## src/rtl/tilm_pkg.sv

```systemverilog
`default_nettype none
// ----------------------------------------------------------------------------
// tilm_pkg: shared types and constants of the thread idle load monitor
// Beat layouts, sequencer states, divider hand-off and fixed arithmetic
// constants.
// ----------------------------------------------------------------------------
package tilm_pkg;

  localparam int unsigned IDLE_INPUTS = 6;
  localparam int unsigned IDX_W       = 3;
  localparam int unsigned PCT_W       = 7;
  localparam int unsigned DVD_W       = 34;
  localparam int unsigned DIVR_W      = 48;
  localparam int unsigned BUSYK_W     = 23;
  localparam int unsigned MPROD_W     = 23;

  // floor(x / 1000) = (x * KILO_RECIP) >> KILO_SHIFT for any 32-bit x
  localparam logic [31:0] KILO_RECIP    = 32'd2199023256;
  localparam int unsigned KILO_SHIFT    = 41;
  localparam logic [11:0] PCT_SCALE     = 12'd3276;
  localparam logic [PCT_W-1:0] HUNDRED  = 7'd100;
  // floor(x / 100) = (x * HUNDRED_RECIP) >> 30 for x below 2^23
  localparam logic [23:0] HUNDRED_RECIP = 24'd10737419;
  localparam int unsigned HUNDRED_SHIFT = 30;

  typedef enum logic {
    REQ_START  = 1'b0,
    REQ_SAMPLE = 1'b1
  } req_type_e;

  typedef struct packed {
    logic        req_type;
    logic [31:0] core_cycles;
    logic [31:0] idle_cycles_t0;
    logic [31:0] idle_cycles_t1;
    logic [31:0] idle_cycles_t2;
    logic [31:0] idle_cycles_t3;
    logic [31:0] idle_cycles_t4;
    logic [31:0] idle_cycles_t5;
    logic [31:0] tick_end;
    logic [31:0] tick_restart;
    logic [15:0] cpu_mips;
  } req_t;

  typedef struct packed {
    logic [IDX_W-1:0] thread_index;
    logic [PCT_W-1:0] idle_percent;
    logic [15:0]      busy_mips;
    logic             last_result;
  } res_t;

  typedef struct packed {
    logic              start;
    logic [DVD_W-1:0]  dividend;
    logic [DIVR_W-1:0] divisor;
  } div_req_t;

  typedef struct packed {
    logic             done;
    logic             over;
    logic [PCT_W-1:0] quot;
  } div_res_t;

  typedef enum logic [3:0] {
    ST_IDLE,
    ST_PREP,
    ST_MULT,
    ST_RD,
    ST_DIFF,
    ST_SCALE,
    ST_DIVS,
    ST_DIVW,
    ST_PCT,
    ST_MIPS,
    ST_OUT,
    ST_BASE
  } state_e;

  function automatic logic [31:0] idle_sel(input req_t r, input logic [IDX_W-1:0] idx);
    logic [31:0] v;
    v = '0;
    unique case (idx)
      3'd0:    v = r.idle_cycles_t0;
      3'd1:    v = r.idle_cycles_t1;
      3'd2:    v = r.idle_cycles_t2;
      3'd3:    v = r.idle_cycles_t3;
      3'd4:    v = r.idle_cycles_t4;
      3'd5:    v = r.idle_cycles_t5;
      default: v = '0;
    endcase
    return v;
  endfunction

endpackage
`default_nettype wire

```

## src/rtl/tilm_req_if.sv

```systemverilog
`default_nettype none
// ----------------------------------------------------------------------------
// tilm_req_if: request channel
// Valid/ready channel carrying one start or sample request per beat.
// ----------------------------------------------------------------------------
interface tilm_req_if;
  import tilm_pkg::*;

  logic valid;
  logic ready;
  req_t data;

  modport source (output valid, output data, input ready);
  modport sink   (input valid, input data, output ready);
endinterface
`default_nettype wire

```

## src/rtl/tilm_res_if.sv

```systemverilog
`default_nettype none
// ----------------------------------------------------------------------------
// tilm_res_if: result channel
// Valid/ready channel carrying one per-thread load result per beat.
// ----------------------------------------------------------------------------
interface tilm_res_if;
  import tilm_pkg::*;

  logic valid;
  logic ready;
  res_t data;

  modport source (output valid, output data, input ready);
  modport sink   (input valid, input data, output ready);
endinterface
`default_nettype wire

```

## src/rtl/tilm_div.sv

```systemverilog
`default_nettype none
// ----------------------------------------------------------------------------
// tilm_div: busy percentage divider
// Restoring division, one quotient bit per cycle, seven bits. Flags a
// quotient of 128 or more (or a zero divisor) as over before it starts.
// ----------------------------------------------------------------------------
module tilm_div (
  input  wire logic               clk_i,
  input  wire logic               rst_ni,
  input  wire tilm_pkg::div_req_t req_i,
  output tilm_pkg::div_res_t      res_o
);
  import tilm_pkg::*;

  localparam int unsigned TRIAL_W = DIVR_W + PCT_W;

  logic                 busy_q;
  logic                 done_q;
  logic                 over_q;
  logic [2:0]           step_q;
  logic [DVD_W-1:0]     rem_q;
  logic [DIVR_W-1:0]    divisor_q;
  logic [PCT_W-1:0]     quot_q;
  logic [TRIAL_W-1:0]   trial;
  logic                 fits;
  logic                 over_chk;

  assign trial = TRIAL_W'(divisor_q) << step_q;
  assign fits  = TRIAL_W'(rem_q) >= trial;

  // quotient cannot fit seven bits when dividend >= divisor * 128
  assign over_chk = (req_i.divisor == '0) ||
                    (TRIAL_W'(req_i.dividend) >= {req_i.divisor, {PCT_W{1'b0}}});

  always_ff @(posedge clk_i or negedge rst_ni) begin
    if (!rst_ni) begin
      busy_q <= 1'b0;
      done_q <= 1'b0;
    end else begin
      done_q <= 1'b0;
      if (req_i.start) begin
        busy_q <= !over_chk;
        done_q <= over_chk;
      end else if (busy_q && (step_q == 3'd0)) begin
        busy_q <= 1'b0;
        done_q <= 1'b1;
      end
    end
  end

  always_ff @(posedge clk_i) begin
    if (req_i.start) begin
      divisor_q <= req_i.divisor;
      rem_q     <= req_i.dividend;
      step_q    <= 3'(PCT_W - 1);
      quot_q    <= '0;
      over_q    <= over_chk;
    end else if (busy_q) begin
      if (fits) begin
        rem_q  <= rem_q - trial[DVD_W-1:0];
        quot_q <= quot_q | (PCT_W'(1) << step_q);
      end
      step_q <= step_q - 3'd1;
    end
  end

  assign res_o.done = done_q;
  assign res_o.over = over_q;
  assign res_o.quot = quot_q;

endmodule
`default_nettype wire

```

## src/rtl/thread_idle_load_monitor.sv

```systemverilog
`default_nettype none
// ----------------------------------------------------------------------------
// thread_idle_load_monitor: per-thread idle load from cycle counter samples
// Computes idle percentage and busy MIPS per thread from counter deltas.
// ----------------------------------------------------------------------------
// Usage:
//   req_i is a valid/ready request channel. A start beat stores the core,
//   per-thread idle and restart tick readings as the baseline. A sample beat
//   forms wrapping deltas against that baseline, emits one result beat per
//   thread on res_o (thread 0 first, last_result on the final one) and then
//   stores the new baseline. cfg_we_i/cfg_data_i write monitor_enable; while
//   it is 0 request beats are taken and dropped.
//   Sequence: a start beat writes the six baseline entries into the idle
//   count memory, one per cycle. A sample beat runs the setup states PREP
//   and MULT, then per thread a read of the single-port memory (RD), DIFF,
//   SCALE, the seven-step percentage divider (DIVS, DIVW), PCT, MIPS and
//   OUT, and then the six baseline writes.
//   One request is handled at a time; req_i.ready is high only when idle.
//   Results pass through an output register: a stalled receiver holds the
//   per-thread loop, and a new request is taken while the final result
//   still waits. Reset clears the baseline and disables the monitor.
// ----------------------------------------------------------------------------
module thread_idle_load_monitor #(
  parameter int unsigned THREADS = 6
) (
  input  wire logic   clk_i,
  input  wire logic   rst_ni,
  input  wire logic   cfg_we_i,
  input  wire logic   cfg_data_i,
  tilm_req_if.sink    req_i,
  tilm_res_if.source  res_o
);
  import tilm_pkg::*;

  localparam int unsigned NACT = (THREADS > IDLE_INPUTS) ? IDLE_INPUTS : THREADS;
  localparam logic [IDX_W-1:0] LAST_THR = IDX_W'(NACT - 1);
  localparam logic [IDX_W-1:0] LAST_ENT = IDX_W'(IDLE_INPUTS - 1);

  state_e state_q, state_d;

  logic                   mon_en_q;
  logic [IDX_W-1:0]       thr_q;
  req_t                   req_q;
  logic [31:0]            prev_core_q;
  logic [31:0]            start_tick_q;
  logic [31:0]            net_core_q;
  logic [31:0]            ticks_q;
  logic [DIVR_W-1:0]      divisor_q;
  logic [63:0]            kprod_q;
  logic [DVD_W-1:0]       dvd_q;
  logic [PCT_W-1:0]       idle_q;
  logic [MPROD_W-1:0]     mprod_q;
  logic                   out_valid_q;
  res_t                   out_q;

  // idle count baseline memory
  logic [31:0]            mem [IDLE_INPUTS];
  logic [IDLE_INPUTS-1:0] ent_valid_q;
  logic [31:0]            rdata_q;

  logic                   in_ready;
  logic                   rd_en;
  logic                   mem_we;
  logic                   div_start;
  logic                   out_load;
  logic                   in_acc;

  div_req_t               div_req;
  div_res_t               div_res;

  logic [31:0]            prev_idle;
  logic [31:0]            net_idle;
  logic [31:0]            busy_diff;
  logic [BUSYK_W-1:0]     busy_k;
  logic [PCT_W-1:0]       idle_pct;
  logic [46:0]            mips_prod;

  assign in_acc = req_i.valid && in_ready;

  // next state
  always_comb begin
    state_d = state_q;
    unique case (state_q)
      ST_IDLE: begin
        if (in_acc && mon_en_q) begin
          state_d = (req_i.data.req_type == REQ_SAMPLE) ? ST_PREP : ST_BASE;
        end
      end
      ST_PREP:  state_d = ST_MULT;
      ST_MULT:  state_d = ST_RD;
      ST_RD:    state_d = ST_DIFF;
      ST_DIFF:  state_d = ST_SCALE;
      ST_SCALE: state_d = ST_DIVS;
      ST_DIVS:  state_d = ST_DIVW;
      ST_DIVW: begin
        if (div_res.done) begin
          state_d = ST_PCT;
        end
      end
      ST_PCT:   state_d = ST_MIPS;
      ST_MIPS:  state_d = ST_OUT;
      ST_OUT: begin
        if (out_load) begin
          state_d = (thr_q == LAST_THR) ? ST_BASE : ST_RD;
        end
      end
      ST_BASE: begin
        if (thr_q == LAST_ENT) begin
          state_d = ST_IDLE;
        end
      end
      default:  state_d = ST_IDLE;
    endcase
  end

  // sequencer outputs
  always_comb begin
    in_ready  = 1'b0;
    rd_en     = 1'b0;
    mem_we    = 1'b0;
    div_start = 1'b0;
    out_load  = 1'b0;
    unique case (state_q)
      ST_IDLE:  in_ready  = 1'b1;
      ST_RD:    rd_en     = 1'b1;
      ST_DIVS:  div_start = 1'b1;
      ST_OUT:   out_load  = !out_valid_q || res_o.ready;
      ST_BASE:  mem_we    = 1'b1;
      default: begin
      end
    endcase
  end

  always_ff @(posedge clk_i or negedge rst_ni) begin
    if (!rst_ni) begin
      state_q      <= ST_IDLE;
      mon_en_q     <= 1'b0;
      thr_q        <= '0;
      prev_core_q  <= '0;
      start_tick_q <= '0;
      ent_valid_q  <= '0;
      out_valid_q  <= 1'b0;
    end else begin
      state_q <= state_d;
      if (cfg_we_i) begin
        mon_en_q <= cfg_data_i;
      end
      if (state_q == ST_IDLE) begin
        thr_q <= '0;
      end else if ((state_q == ST_OUT) && out_load) begin
        thr_q <= (thr_q == LAST_THR) ? '0 : thr_q + IDX_W'(1);
      end else if (state_q == ST_BASE) begin
        thr_q <= thr_q + IDX_W'(1);
      end
      if (mem_we) begin
        ent_valid_q[thr_q] <= 1'b1;
      end
      if (mem_we && (thr_q == LAST_ENT)) begin
        prev_core_q  <= req_q.core_cycles;
        start_tick_q <= req_q.tick_restart;
      end
      if (out_load) begin
        out_valid_q <= 1'b1;
      end else if (res_o.ready) begin
        out_valid_q <= 1'b0;
      end
    end
  end

  always_ff @(posedge clk_i) begin
    if (mem_we) begin
      mem[thr_q] <= idle_sel(req_q, thr_q);
    end
    if (rd_en) begin
      rdata_q <= mem[thr_q];
    end
  end

  // per-thread datapath
  assign prev_idle = ent_valid_q[thr_q] ? rdata_q : '0;
  assign net_idle  = idle_sel(req_q, thr_q) - prev_idle;
  assign busy_diff = (net_core_q > net_idle) ? (net_core_q - net_idle) : '0;
  assign busy_k    = kprod_q[63:KILO_SHIFT];
  assign idle_pct  = (div_res.over || (div_res.quot > HUNDRED)) ? '0
                                                                : HUNDRED - div_res.quot;
  assign mips_prod = 47'(mprod_q) * 47'(HUNDRED_RECIP);

  always_ff @(posedge clk_i) begin
    if (in_acc) begin
      req_q <= req_i.data;
    end
    if (state_q == ST_PREP) begin
      net_core_q <= req_q.core_cycles - prev_core_q;
      ticks_q    <= req_q.tick_end - start_tick_q;
    end
    if (state_q == ST_MULT) begin
      divisor_q <= DIVR_W'(req_q.cpu_mips) * DIVR_W'(ticks_q);
    end
    if (state_q == ST_DIFF) begin
      kprod_q <= 64'(busy_diff) * 64'(KILO_RECIP);
    end
    if (state_q == ST_SCALE) begin
      dvd_q <= DVD_W'(busy_k) * DVD_W'(PCT_SCALE);
    end
    if (state_q == ST_PCT) begin
      idle_q  <= idle_pct;
      mprod_q <= MPROD_W'(HUNDRED - idle_pct) * MPROD_W'(req_q.cpu_mips);
    end
    if (out_load) begin
      out_q.thread_index <= thr_q;
      out_q.idle_percent <= idle_q;
      out_q.busy_mips    <= mips_prod[HUNDRED_SHIFT+15:HUNDRED_SHIFT];
      out_q.last_result  <= (thr_q == LAST_THR);
    end
  end

  assign div_req.start    = div_start;
  assign div_req.dividend = dvd_q;
  assign div_req.divisor  = divisor_q;

  tilm_div u_div (
    .clk_i  (clk_i),
    .rst_ni (rst_ni),
    .req_i  (div_req),
    .res_o  (div_res)
  );

  assign req_i.ready = in_ready;
  assign res_o.valid = out_valid_q;
  assign res_o.data  = out_q;

endmodule
`default_nettype wire
```

## src/flat_wrapper.sv

```systemverilog
// flat-port wrapper written by rule: the top's interface ports become plain ports
module thread_idle_load_monitor_flat import tilm_pkg::*;
#(
  parameter int unsigned THREADS = 6
)
  (clk_i, rst_ni, cfg_we_i, cfg_data_i, req_i_valid, req_i_data, req_i_ready, res_o_valid, res_o_data, res_o_ready);
  tilm_req_if req_i_i ();
  tilm_res_if res_o_i ();
  input  wire logic clk_i;
  input  wire logic rst_ni;
  input  wire logic cfg_we_i;
  input  wire logic cfg_data_i;
  input wire logic [$bits(req_i_i.valid)-1:0] req_i_valid;
  input wire logic [$bits(req_i_i.data)-1:0] req_i_data;
  output wire logic [$bits(req_i_i.ready)-1:0] req_i_ready;
  output wire logic [$bits(res_o_i.valid)-1:0] res_o_valid;
  output wire logic [$bits(res_o_i.data)-1:0] res_o_data;
  input wire logic [$bits(res_o_i.ready)-1:0] res_o_ready;
  assign req_i_i.valid = req_i_valid;
  assign req_i_i.data = req_i_data;
  assign req_i_ready = req_i_i.ready;
  assign res_o_valid = res_o_i.valid;
  assign res_o_data = res_o_i.data;
  assign res_o_i.ready = res_o_ready;
  thread_idle_load_monitor #(.THREADS(THREADS)) u_core (.clk_i(clk_i), .rst_ni(rst_ni), .cfg_we_i(cfg_we_i), .cfg_data_i(cfg_data_i), .req_i(req_i_i), .res_o(res_o_i));
endmodule
```

## config.mk

```make
export PLATFORM = sky130hd
export DESIGN_NAME = thread_idle_load_monitor_flat
export DESIGN_NICKNAME = d
export VERILOG_FILES = /design/src/rtl/tilm_pkg.sv /design/src/rtl/tilm_req_if.sv /design/src/rtl/tilm_res_if.sv /design/src/rtl/tilm_div.sv /design/src/rtl/thread_idle_load_monitor.sv /design/src/flat_wrapper.sv
export SDC_FILE = /design/constraint.sdc
export NUM_CORES = 2
export LEC_CHECK = 0
export BUFFER_PORTS_ARGS = -buffer_cell sky130_fd_sc_hd__buf_4
export CAP_MARGIN = 20
export CELL_PAD_IN_SITES_DETAIL_PLACEMENT = 0
export CELL_PAD_IN_SITES_GLOBAL_PLACEMENT = 1
export CORE_MARGIN = 2
export CORE_UTILIZATION = 56
export DETAILED_ROUTE_END_ITERATION = 10
export PLACE_DENSITY_LB_ADDON = 0.2
export SLEW_MARGIN = 20
export SYNTH_ARGS = -nofsm -noshare
export SYNTH_HDL_FRONTEND = slang
export SYNTH_SLANG_ARGS = --single-unit
```

## constraint.sdc

```tcl
create_clock -name clk_i -period 32.5 [get_ports clk_i]
set_input_delay 6.5 -clock clk_i [delete_from_list [all_inputs] [get_ports clk_i]]
set_output_delay 6.5 -clock clk_i [all_outputs]
set_load 0.02 [all_outputs]
```

==> impl_results.md <==
* CP Class: flop to flop
* Antenna violations before repair at 1
* CTS Sinks at between 900 and 1000
* Clock skew at 0.0840 ns
* Post-synthesis cell area at 90500 sq um
* TNS Setup at 0 ns
* Die area at 165000 sq um
* Initial core utilization at 0.564
* Post-synth top area cell: edfxtp_1
* Post-synth ARST share at 0.0875
* Share of cells above drive strength 1 at 0.0938
* Routed Antenna Nets at 0
* Grt ovf at 0
* DR pass1 iterations at 6
* Syn Inst Count at 8160
* Final instance area at around 100000 sq um
* N_diodes at 0
* Register area at 27300 sq um
* EDFF count, synth at 835
* Netlist cell types at a little over 100
* Vias/cell at 5.60
* Most frequent cell after synthesis: inv_1
* Type of destination of the critical path: flop
* Hold-fix buffers at CTS at 0
* Synth Area in Compound Gates at 0.0801
* DIE HEIGHT at a little over 400 um
* Vias at 60044
* Die Wd at between 400 and 500 um
* Area fraction of the dominant cell type after synthesis at 0.277
* DPL Wire Length at 181 mm
* Largest family of logic cells by synthesized area: adder cells
* P&R area growth vs syn at 9.64%
* Crit path required time at 32.98 ns
* Vias in the first global route at 63615
* I/O pin count at 340
* Placed cell areas at 95800 sq um
* Max-Cap Viols at 0
* Ys flop type: edfxtp_1
* Max-slew violations at 0
* Seq/Total Area, Yosys at 0.302
* Avg Cell Area, Syn at between 10 and 15 sq um
* PostCTS Resize Cnt at 0
* CTS tree: yes
* CTS Root Cell: clkbuf_16
* Port bufs at roughly 340
* Area share of and/or/nand/nor cells after synthesis at 0.0850
* Worst path slowest cell: dfrtp_4
* Post-CTS Setup Bufs at 0
* Clk buf depth at 3
* Final-stage net count at 10993
* Startpoint Class: flop
* H-tree depth at 3
* Drt drc at 0
* Fmax at 0.0657 GHz
* Worst EP arrival at approximately 16 ns
* Most frequent cells after synthesis: 1557 x inv_1, 1131 x fa_1, 1081 x ha_1
* WL per Instance at around 21 um
* Final Util at 0.618
* CP max stage delay at around 0.89 ns
* TritonCTS buffer count at 100
* Tcrit/Tclk final at 0.468
* WL final at 227 mm
* Largest net degree at the start of global routing at 168
* Clk_lat worst skew at 0.77 ns
* Number of synthesized register bits at just over 900
* Final hold vios at 0
* Num rows at 147
* CP max FO at 40
* Filler cells at 13037
* DR iter-0 viols at around 3700
* Mux cell area share after synthesis at 0.0293
* Core box area at 161000 sq um
* Slew of the pin with the lowest slew margin at 1.14 ns
* Worst-path clk slew at 0.07 ns
* Status: completed
* Area taken by multi-input logic gates at approximately 57000 sq um
* Post-Syn Nets at 10683
* Syn. warnings at 0
* Post-Synth Adder-Cell Area at 0.400
* Final setup fails at 0
* First-pass GRT wire length at 358 mm
* GRT Total Usage at 0.283
* Hold Path Class: flop to flop
* Synth Area in XOR/XNOR at 0.0301
* GPL Wtd Cong at 0.943
* Synth top area cells: edfxtp_1 28%, fa_1 25%, ha_1 15%
* Fin crit period at 15.22 ns
* Slew HR at 0.234
* RSZ-0062 raised after global routing: false
kinds of logic after synthesis:
kind of cell             after synthesis
flip-flops                           926
AO/OA/AOI/OAI                       1094
buffers and inverters               1786
XOR/XNOR                             310
multiplexers                         183
adder cells (fa/ha/maj)             2212
AND/OR/NAND/NOR                     1649
critical path: cells and delay by family (launching register included):
kind	cells	cell delay [ns]
simple gates	7	1.71
mux	1	0.40
flops	1	0.89
fa+ha+maj	12	4.66
xor+xnor	1	0.13
compound gates	22	5.33
buf+inv	9	1.76
worst paths after layout:
| kind | startpoint | end | slack (ns) | cells after the start |
|---|---|---|---|---|
| max | u_core.thr_q[0]$_DFFE_PN0P_ | u_core.kprod_q[55]$_DFFE_PP_ | 17.28 | 52 |
| min | u_core.idle_q[6]$_DFFE_PP_ | u_core.res_o.data[23]$_DFFE_PP_ | 0.41 | 0 |
| max reg2reg | u_core.thr_q[0]$_DFFE_PN0P_ | u_core.kprod_q[55]$_DFFE_PP_ | 17.28 | 52 |
| min reg2reg | u_core.idle_q[6]$_DFFE_PP_ | u_core.res_o.data[23]$_DFFE_PP_ | 0.41 | 0 |
| max in group asynchronous | rst_ni | u_core.prev_core_q[0]$_DFFE_PN0P_ | 25.42 | 2 |
| min in group asynchronous | rst_ni | u_core.start_tick_q[13]$_DFFE_PN0P_ | 5.72 | 1 |
metal layers:
layer | vias to the layer above | wire length [um] | share of wire | track usage
met3 | 336 | 12000 | 0.053 | 0.0366
met4 | 0 | 6550 | 0.029 | 0.0828
met2 | 1650 | 113000 | 0.50 | 0.485
met5 | - | 0 | 0 | 0
met1 | 30369 | 95500 | 0.42 | 0.376
li1 | 27689 | - | - | -
sequential cells by signal, summed over array words and instances (netlist names), 4 cells and up:
register                count
u_core.divisor_q           48
u_core.dvd_q               32
u_core.ent_valid_q          6
u_core.idle_q               7
u_core.kprod_q             23
u_core.mem                192
u_core.mprod_q             23
u_core.net_core_q          32
u_core.prev_core_q         32
u_core.rdata_q             32
u_core.req_q              304
u_core.res_o.data          27
u_core.start_tick_q        32
u_core.state_q              4
u_core.ticks_q             32
u_core.u_div.divisor_q     48
u_core.u_div.quot_q         7
u_core.u_div.rem_q         34
metrics by stage:
step	hold slack, ns	setup WS (ns)	std cells
3_5_place_dp	0.409	17.35	10528
4_1_cts	0.411	17.28	10714
6_report	0.412	17.28	10714
2_1_floorplan	0.400	18.44	8160
5_1_grt	0.428	16.29	10714
3_3_place_gp	0.406	17.48	10527
placed cells by master (no fill, tap or decap), types with 193 or more instances in the layout:
master	netlist	final
xnor2_1	212	211
edfxtp_1	835	835
ha_1	1081	1081
a21oi_1	275	275
inv_1	1557	1556
o21ai_0	237	236
and2_1	194	193
fa_1	1131	1131
nor2_1	242	237
nand2_1	787	787
buf_4	1	429
area by class of cell:
class | count | area share
Timing Repair Buffer | 431 | 0.0329
Tap cell | 2160 | 0.0272
Sequential cell | 926 | 0.275
Clock buffer | 118 | 0.0262
Inverter | 1563 | 0.0591
Multi-Input combinational cell | 5448 | 0.571
Clock inverter | 68 | 0.00865
Power is not shown: default switching activity piles up to over one toggle a cycle in this logic, so the estimate is an artifact.
